`src/rtl/bounded_vector_insert_remove_core_assert.svh`:
```
// Assertion macros for the bounded vector insert/remove core.
`ifndef BOUNDED_VECTOR_INSERT_REMOVE_CORE_ASSERT_SVH
`define BOUNDED_VECTOR_INSERT_REMOVE_CORE_ASSERT_SVH

`ifndef SYNTHESIS
`define BVIR_ASSERT_IMPL(label, ante, cons) \
  label: assert property (@(posedge clk_i) disable iff (!rst_ni) (ante) |-> (cons)) \
    else $error("assertion failed");
`define BVIR_ASSERT_NEXT(label, ante, cons) \
  label: assert property (@(posedge clk_i) disable iff (!rst_ni) (ante) |=> (cons)) \
    else $error("assertion failed");
`else
`define BVIR_ASSERT_IMPL(label, ante, cons)
`define BVIR_ASSERT_NEXT(label, ante, cons)
`endif

`endif

```
`src/rtl/bvir_pkg.sv`:
```
// Package with payload types, operation codes and status codes of the vector core.
package bvir_pkg;

  localparam int unsigned DefDepth = 64;

  localparam logic [2:0] FuncAppend    = 3'd0;
  localparam logic [2:0] FuncPopBack   = 3'd1;
  localparam logic [2:0] FuncRemFront  = 3'd2;
  localparam logic [2:0] FuncPushFront = 3'd3;
  localparam logic [2:0] FuncInsert    = 3'd4;

  localparam logic [1:0] StatusOk     = 2'd0;
  localparam logic [1:0] StatusFull   = 2'd1;
  localparam logic [1:0] StatusEmpty  = 2'd2;
  localparam logic [1:0] StatusBadIdx = 2'd3;

  typedef enum logic [1:0] {
    OpHold,
    OpInsert,
    OpPop,
    OpRemFront
  } bvir_op_e;

  typedef struct packed {
    bvir_op_e    op;
    logic [31:0] word;
  } bvir_cmd_t;

  typedef struct packed {
    logic [2:0]         func;
    logic [6:0]         position;
    logic signed [31:0] word_in;
  } bvir_in_t;

  typedef struct packed {
    logic signed [31:0] word_out;
    logic [1:0]         status;
    logic [6:0]         fill_after;
  } bvir_out_t;

endpackage

```
`src/rtl/bvir_out_buf.sv`:
```
// Two-entry output buffer: result register plus skid register.
module bvir_out_buf import bvir_pkg::*; (
  input  logic      clk_i,
  input  logic      rst_ni,
  input  logic      in_valid_i,
  output logic      in_ready_o,
  input  bvir_out_t in_data_i,
  output logic      out_valid_o,
  input  logic      out_ready_i,
  output bvir_out_t out_data_o
);

  logic      out_valid_d, out_valid_q;
  logic      skid_valid_d, skid_valid_q;
  bvir_out_t out_data_d, out_data_q;
  bvir_out_t skid_data_d, skid_data_q;
  logic      fire;

  assign in_ready_o = !skid_valid_q;
  assign fire       = in_valid_i && !skid_valid_q;

  always_comb begin
    out_valid_d  = out_valid_q;
    skid_valid_d = skid_valid_q;
    out_data_d   = out_data_q;
    skid_data_d  = skid_data_q;
    if (!out_valid_q || out_ready_i) begin
      if (skid_valid_q) begin
        out_valid_d  = 1'b1;
        out_data_d   = skid_data_q;
        skid_valid_d = 1'b0;
      end else begin
        out_valid_d = fire;
        out_data_d  = in_data_i;
      end
    end else if (fire) begin
      skid_valid_d = 1'b1;
      skid_data_d  = in_data_i;
    end
  end

  always_ff @(posedge clk_i or negedge rst_ni) begin
    if (!rst_ni) begin
      out_valid_q  <= 1'b0;
      skid_valid_q <= 1'b0;
    end else begin
      out_valid_q  <= out_valid_d;
      skid_valid_q <= skid_valid_d;
    end
  end

  always_ff @(posedge clk_i) begin
    out_data_q  <= out_data_d;
    skid_data_q <= skid_data_d;
  end

  assign out_valid_o = out_valid_q;
  assign out_data_o  = out_data_q;

endmodule

```
`config.mk`:
```
export PLATFORM = sky130hd
export DESIGN_NAME = bvir_out_buf
export DESIGN_NICKNAME = d
export VERILOG_FILES = /design/src/rtl/bounded_vector_insert_remove_core_assert.svh /design/src/rtl/bvir_pkg.sv /design/src/rtl/bvir_out_buf.sv
export SDC_FILE = /design/constraint.sdc
export NUM_CORES = 1
export LEC_CHECK = 0
export BUFFER_PORTS_ARGS = -buffer_cell sky130_fd_sc_hd__buf_2
export CORE_MARGIN = 2
export CORE_UTILIZATION = 47
export DETAILED_ROUTE_END_ITERATION = 8
export GPL_ROUTABILITY_DRIVEN = 0
export PLACE_DENSITY = 0.75
export RECOVER_POWER = 25
export SLEW_MARGIN = 30
export SYNTH_ARGS = -nofsm -noshare
export SYNTH_HDL_FRONTEND = slang
export SYNTH_SLANG_ARGS = --single-unit
```
`constraint.sdc`:
```
create_clock -name clk_i -period 4.5 [get_ports clk_i]
set_input_delay 0.675 -clock clk_i [delete_from_list [all_inputs] [get_ports clk_i]]
set_output_delay 0.675 -clock clk_i [all_outputs]
set_load 0.01 [all_outputs]
```
==> out/qor.yml <==
antenna_found_initial: 0
post-cts-setup-buffer-count: 0
layout_min_cycle_time_ns: 2.45
final_common_cell: "edfxtp_1"
layout-drive-gt1-share: 0.460
reg2regPathDepth: 4
dieArea_um2: 7550
root_buffer: "clkbuf_8"
rsz0062_at_grt: "false"
grt_pass1_vias: 1504
dpl.hpwl_um: 3310
first_pass_iters: 4
core_um2: 6720
grt_start_max_net_pins: 45
postRouteWirelength_um: 4900
h-tree-depth: 3
seq_power_share: 0.585
cts_resized: 0
hold_viol_final: 0
ios: 88
cts_buffers: 9
rrSetupSlack_ns: 2.21
grt_pass1_wl_um: 7480
cap_violations: 0
die_h_um: 86.9
peakVddDrop_uv: 166
vias: 1517
syn_to_final_growth_pct: 19.3
path_cells: "buf_2 > nand2b_2 > buf_4 > nor3b_4 > buf_4"
synthCells: 136
wl_per_cell_um: 15.5
final_nets: 277
placementRows: 30
clockBufferDepth: 2
drc_errors: 0
maxSlewViolCount: 0
critical_path_arrival_ns: 2.46
power_leakage_uw: 0.00146
critPathMaxStageDelay_ns: 0.77
syn_area_um2: 3230
track_usage: 0.137
ys_ff_latch: 84
p_per_area_nw_per_um2: 417
min_period_over_period: 0.545
fin_skew_ns: 0.00658
place.port_buffers: 87
insertion_delay_ns: 0.33
relSlewSlack: 0.444
yosysSeqAreaShare: 0.778
tritoncts: "built"
finalSetupTns_ns: 0
p_int_uw: 1260
cp.required_ns: 4.51
die_w_um: 86.9
p_clk_frac: 0.309
start_util: 0.480
synth_cell_type_count: 12
synth_warnings: 0
status: "completed"
hold_buffers: 0
slowest_stage: "nor3b_4"
switching_power_uw: 343
setup-violations-final: 0
hp-class: "input port to asynchronous set/reset pin"
clock_sinks: 84
tightest_slew_ns: 0.833
grt_overflow: 0
drt-vias-per-instance: 4.79
cts.reportedPaths.clkPinSlew_ns: 0.07
reg2reg_to: "skid_data_q[40]"
cp-start-kind: "input port"
crit_type: "input port to flip-flop"
combPwrFrac: 0.106
path_max_fanout: 44
avgSynthCellArea_um2: 23.7
drtIter0Drc: 83
cp-end-kind: "flip-flop"
synth_nets: 181
total_power_uw: 1600
layout_common_cells: "82 x edfxtp_1, 49 x buf_2, 39 x clkbuf_1"
diodes: 0
worst_r2r_startpoint: "out_valid_o"
max_clock_freq_ghz: 0.407
p_sw_frac: 0.214
ant_nets: 0
crit_top_cell: "buf_4"
fillers: 520
## final cells by class
cell class / count / area, µm² / area share
inverters: 1 / 3.75 / 0.000975
multi-input cells: 46 / 639 / 0.166
clock inverters: 6 / 55.1 / 0.0143
clock buffers: 10 / 128 / 0.0331
flip-flops and latches: 84 / 2510 / 0.653
well taps: 80 / 100 / 0.0260
repair buffers: 90 / 410 / 0.107
## metrics by stage
stage | utilization | instances | area, µm² | setup slack, ns | hold WS (ns)
2_1_floorplan | - | 136 | 3230 | 0.604 | 0.379
4_1_cts | 0.580 | 317 | 3900 | 1.96 | 0.0969
5_1_grt | 0.573 | 317 | 3850 | 1.91 | 0.0923
3_5_place_dp | 0.553 | 301 | 3710 | 1.60 | 0.463
3_3_place_gp | 0.553 | 301 | 3710 | 1.71 | 0.461
6_report | 0.573 | 317 | 3850 | 2.05 | 0.115
## state kept, by name (all words and copies together), names as in the netlist
name / flops
out_data_o: 41
out_valid_o: 1
skid_data_q: 41
skid_valid_q: 1
## worst max-delay path: cells and delay by family
family                 cells  cell delay, ns
buffers and inverters      3            0.85
AND/OR/NAND/NOR            2            0.92
## cell usage after synthesis, drive strengths merged
cell type,instances,share of area
edfxtp,82,0.76
mux2,41,0.19
buf,5,0.027
dfrtp,2,0.016
nor2,2,0.0023
inv,1,0.0012
nand2,1,0.0012
nand2b,1,0.0019
nor3b,1,0.0023
## layer usage
| metal | part of all wire | GRT usage | wire (µm) |
|---|---|---|---|
| met1 | 0.41 | 0.164 | 2020 |
| met2 | 0.51 | 0.212 | 2480 |
| met3 | 0.055 | 0.0417 | 272 |
| met4 | 0.027 | 0.0923 | 134 |
| met5 | 0 | 0 | 0 |
## logic make-up after synthesis
family | synth area share
flip-flops | 0.778
AND/OR/NAND/NOR | 0.00775
buffers and inverters | 0.0279
multiplexers | 0.186
## worst max path at each step
stage	from	cells after the start	to
after CTS	out_ready_i	5	skid_data_q[40]
after detailed placement	out_ready_i	5	skid_data_q[13]
after floorplan	out_ready_i	2	skid_data_q[0]
after global routing	out_ready_i	5	skid_data_q[29]
final	out_ready_i	5	skid_data_q[40]
after global placement	out_ready_i	5	skid_data_q[19]
## power by group through the flow
stage	combinational, µW	sequential (µW)	clock [µW]
2_1_floorplan	94.2	977	0
3_3_place_gp	175	954	0
3_5_place_dp	179	957	0
4_1_cts	179	939	509
5_1_grt	185	943	544
6_report	171	938	496
Power figures use the tool's default switching activity.
