File: src/rtl/bounded_vector_insert_remove_core_assert.svh
// Assertion macros for the bounded vector insert/remove core.
`ifndef BOUNDED_VECTOR_INSERT_REMOVE_CORE_ASSERT_SVH
`define BOUNDED_VECTOR_INSERT_REMOVE_CORE_ASSERT_SVH

`ifndef SYNTHESIS
`define BVIR_ASSERT_IMPL(label, ante, cons) \
  label: assert property (@(posedge clk_i) disable iff (!rst_ni) (ante) |-> (cons)) \
    else $error("assertion failed");
`define BVIR_ASSERT_NEXT(label, ante, cons) \
  label: assert property (@(posedge clk_i) disable iff (!rst_ni) (ante) |=> (cons)) \
    else $error("assertion failed");
`else
`define BVIR_ASSERT_IMPL(label, ante, cons)
`define BVIR_ASSERT_NEXT(label, ante, cons)
`endif

`endif

File: src/rtl/bvir_pkg.sv
// Package with payload types, operation codes and status codes of the vector core.
package bvir_pkg;

  localparam int unsigned DefDepth = 64;

  localparam logic [2:0] FuncAppend    = 3'd0;
  localparam logic [2:0] FuncPopBack   = 3'd1;
  localparam logic [2:0] FuncRemFront  = 3'd2;
  localparam logic [2:0] FuncPushFront = 3'd3;
  localparam logic [2:0] FuncInsert    = 3'd4;

  localparam logic [1:0] StatusOk     = 2'd0;
  localparam logic [1:0] StatusFull   = 2'd1;
  localparam logic [1:0] StatusEmpty  = 2'd2;
  localparam logic [1:0] StatusBadIdx = 2'd3;

  typedef enum logic [1:0] {
    OpHold,
    OpInsert,
    OpPop,
    OpRemFront
  } bvir_op_e;

  typedef struct packed {
    bvir_op_e    op;
    logic [31:0] word;
  } bvir_cmd_t;

  typedef struct packed {
    logic [2:0]         func;
    logic [6:0]         position;
    logic signed [31:0] word_in;
  } bvir_in_t;

  typedef struct packed {
    logic signed [31:0] word_out;
    logic [1:0]         status;
    logic [6:0]         fill_after;
  } bvir_out_t;

endpackage

File: src/rtl/bvir_cell.sv
// One storage cell of the vector row: holds one slot and trades words with its neighbors.
module bvir_cell import bvir_pkg::*; #(
  parameter int unsigned Index = 0,
  parameter int unsigned IdxW  = 7
) (
  input  logic            clk_i,
  input  logic            rst_ni,
  input  bvir_cmd_t       cmd_i,
  input  logic [IdxW-1:0] pos_i,
  input  logic [IdxW-1:0] last_i,
  input  logic [31:0]     left_i,
  input  logic [31:0]     right_i,
  output logic [31:0]     slot_o,
  output logic [31:0]     rd_o
);

  localparam logic [IdxW-1:0] Idx = IdxW'(Index);

  logic [31:0] slot_d, slot_q;

  always_comb begin
    slot_d = slot_q;
    case (cmd_i.op)
      OpInsert: begin
        if (Idx == pos_i) begin
          slot_d = cmd_i.word;
        end else if (Idx > pos_i) begin
          slot_d = left_i;
        end
      end
      OpRemFront: begin
        slot_d = right_i;
      end
      OpPop: begin
        if (Idx == last_i) begin
          slot_d = '0;
        end
      end
      default: begin
        slot_d = slot_q;
      end
    endcase
  end

  always_ff @(posedge clk_i or negedge rst_ni) begin
    if (!rst_ni) begin
      slot_q <= '0;
    end else begin
      slot_q <= slot_d;
    end
  end

  assign slot_o = slot_q;
  assign rd_o   = (Idx == last_i) ? slot_q : '0;

endmodule

File: config.mk
export PLATFORM = sky130hd
export DESIGN_NAME = bvir_cell
export DESIGN_NICKNAME = d
export VERILOG_FILES = /design/src/rtl/bounded_vector_insert_remove_core_assert.svh /design/src/rtl/bvir_pkg.sv /design/src/rtl/bvir_cell.sv
export SDC_FILE = /design/constraint.sdc
export NUM_CORES = 1
export LEC_CHECK = 0
export ABC_AREA = 1
export BUFFER_PORTS_ARGS = -buffer_cell sky130_fd_sc_hd__buf_2
export CAP_MARGIN = 40
export CORE_ASPECT_RATIO = 1.25
export CORE_MARGIN = 3
export CORE_UTILIZATION = 44
export CTS_BUF_LIST = sky130_fd_sc_hd__clkbuf_8
export CTS_CLUSTER_SIZE = 12
export DETAILED_ROUTE_END_ITERATION = 12
export PLACE_DENSITY = 0.83
export SKIP_CTS_REPAIR_TIMING = 1
export SKIP_LAST_GASP = 1
export SYNTH_ARGS = -nofsm -noshare
export SYNTH_HDL_FRONTEND = slang
export SYNTH_SLANG_ARGS = --single-unit
File: constraint.sdc
create_clock -name clk_i -period 1.23 [get_ports clk_i]
set_input_delay 0.246 -clock clk_i [delete_from_list [all_inputs] [get_ports clk_i]]
set_output_delay 0.246 -clock clk_i [all_outputs]
set_load 0.01 [all_outputs]
==> out/metrics.cfg <==
[power]
vdd_drop_max_uv = 377.6
leakagePower_nw = 2.522
powerDensity_nw_per_um2 = 757.5

[final_layout]
n_antenna_cell = 0
design_area_um2 = 3995
fillers = 505
num-nets-final = 762
drive_gt1_share_pct = 34.21
largest_reg_flops = 32
area.growth.synth_to_final_pct = 48.30
stdcell_count = 728

[clocking]
clockRootBuffer = clkbuf_8
htree_levels = 2
cts_tree = built
clock_latency_ps = 270
clk_pin_slew_ps = 60
numCtsBuffers = 5
cts.path.max_buffers = 2
clock-sinks = 32

[worst_setup_path]
path_cells = buf_6 > nor2_4 > nand4_4 > buf_12 > nor2_1 > buf_2
worst_ep_arrival_time_ps = 1060
worstSetupPathType = input port to primary output
worstReg2RegEnd = slot_o[20]
critPathLaunch = last_i[1]
setup.worst_path.end = rd_o[17]
crit_path_end_kind = primary output
reg2reg_depth = 2
worstPathRequired_ps = 980
crit_fanout = 19
cpMaxStageDelayCell = buf_12
critPathMaxStageDelay_ps = 200
rrSetupSlack_ps = 570
cp-start-kind = input port
rr_startpoint = slot_o[20]

[die]
rows = 31
coreArea_um2 = 5857
die-area_um2 = 7103
die_height_um = 93.48
ioPinCount = 178
start_util_pct = 45.99
fp.dieW_um = 75.99

[status]
violations = negative setup slack
outcome = finished, violations left

[placement]
dpl_cell_area_um2 = 3806
dp_hpwl_um = 6801
portBuffers = 177
pre_cts_ws_ps = -170.0
placed_cells = 721
globalplace.congestion = 0.7878

[synthesis]
synth_cell_types = 18
synth_area_leaders = dfrtp_1, nand2_1, nand3_1
synth_seq_cells = 32
syn_area_per_cell_um2 = 5.732
syn_inst = 470
yosys.area.top_type = dfrtp_1
yosysWarnings = 0
syn_nets = 584
syn-cell-area_um2 = 2694
synth_top_area_share_pct = 29.73
yosysSeqAreaShare_pct = 29.73

[global_route]
track_usage_pct = 24.08
top_usage_layer = met2
antenna_found_initial = 0
grt_first_pass_wirelength_um = 14080
grt_max_degree = 33
grt_overflow = 0
grt_use_met2_pct = 45.41
met1_usage_pct = 26.63
grt_use_met3_pct = 4.913
grt_pass1_vias = 3189

[sta]
period_needed_ps = 1303
relSlewSlack_pct = 86.51
report.final.slew_viol_count = 0
tightest_slew_ps = 202.4
setup_violations = 32
grt_setup_unrepaired = true
holdWs_ps = 260.9
worst_slack_ps = -72.57
finClkSkew_ps = 0
timing.fmax_ghz = 0.7677
hold_viol = 0
post-route-period-util_pct = 105.9

[route]
route.vias.total = 3455
drc_errors = 0
viasPerCell = 4.746
postRouteAntennaNets = 0
dr.pass1.iters = 4
first_iter_violations = 211
post_drt_wl_per_cell_um = 12.39
wl_um = 9019

[run]
drv_cap = 0

[worst_hold_path]
hp-class = input port to register

[layout make-up]
class                           instances  area [um^2]  area share [%]
Clock buffer                            5        68.82           1.723
Tap cell                               82        102.6           2.568
Inverter                              104        390.4           9.771
Sequential cell                        32        800.8           20.04
Timing Repair Buffer                  201         1245           31.16
Multi-Input combinational cell        304         1388           34.73
[per-stage QoR]
stage / TNS [ps] / power (mW) / utilization [%]
final: -1843 / 3.026 / 68.21
after global routing: -3861 / 3.224 / 68.21
after CTS: -4421 / 3.019 / 66.16
after detailed placement: -7852 / 2.315 / 64.99
after global placement: -4795 / 2.281 / 64.99
after floorplan: 0 / 1.805 / -
[report_power, final]
group | switching, mW | total (mW) | internal [mW]
Combinational | 0.547 | 1.01 | 0.468
Sequential | 0.118 | 1.31 | 1.20
Clock | 0.334 | 0.698 | 0.364
[synth_stat cells]
cell / instances
dfrtp_1: 32
buf_4: 3
clkbuf_1: 5
inv_2: 3
nand4_2: 1
buf_1: 3
nor2_4: 1
nand3_2: 1
buf_6: 3
buf_2: 16
nand3_1: 96
nand2_4: 1
inv_1: 101
nand2_1: 132
o21ai_1: 15
nor2_1: 38
o21ai_0: 17
nand2_2: 2
[layer usage]
| metal | vias up | wire length [um] |
|---|---|---|
| met1 | 1534 | 3370 |
| met5 | - | 0 |
| li1 | 1767 | - |
| met4 | 0 | 117 |
| met3 | 9 | 748 |
| met2 | 145 | 4783 |
[worst min-delay path by stage]
stage / slack [ps] / endpoint / depth (start not counted) / start
floorplan: -50 / slot_o[0] / 0 / rst_ni
global route: 270 / slot_o[25] / 5 / right_i[25]
global placement: 210 / slot_o[15] / 2 / rst_ni
finish: 260 / slot_o[12] / 5 / right_i[12]
CTS: -80 / slot_o[15] / 2 / rst_ni
detailed placement: 210 / slot_o[15] / 2 / rst_ni
[kinds of logic (layout without fill, tap and decap cells)]
family	after synthesis	in the layout	share of synthesized area (%)
buffers and inverters	134	310	20.67
flip-flops	32	32	29.73
AO/OA/AOI/OAI	32	32	5.945
AND/OR/NAND/NOR	272	272	43.66
[worst max-delay path: cells and delay by family]
| kind | cells | cell delay (ps) |
|---|---|---|
| buf+inv | 3 | 440 |
| simple gates | 3 | 360 |
[placed cells by master (no fill, tap or decap), drive strengths merged]
| cell type | synthesis | layout |
|---|---|---|
| buf | 25 | 200 |
| nand2 | 135 | 135 |
| inv | 104 | 104 |
| nand3 | 97 | 97 |
| nor2 | 39 | 39 |
| dfrtp | 32 | 32 |
| o21ai | 32 | 32 |
| clkbuf | 5 | 5 |
| nand4 | 1 | 1 |
| dlygate4sd3 | 0 | 1 |
(Power assumes the default switching activity.)
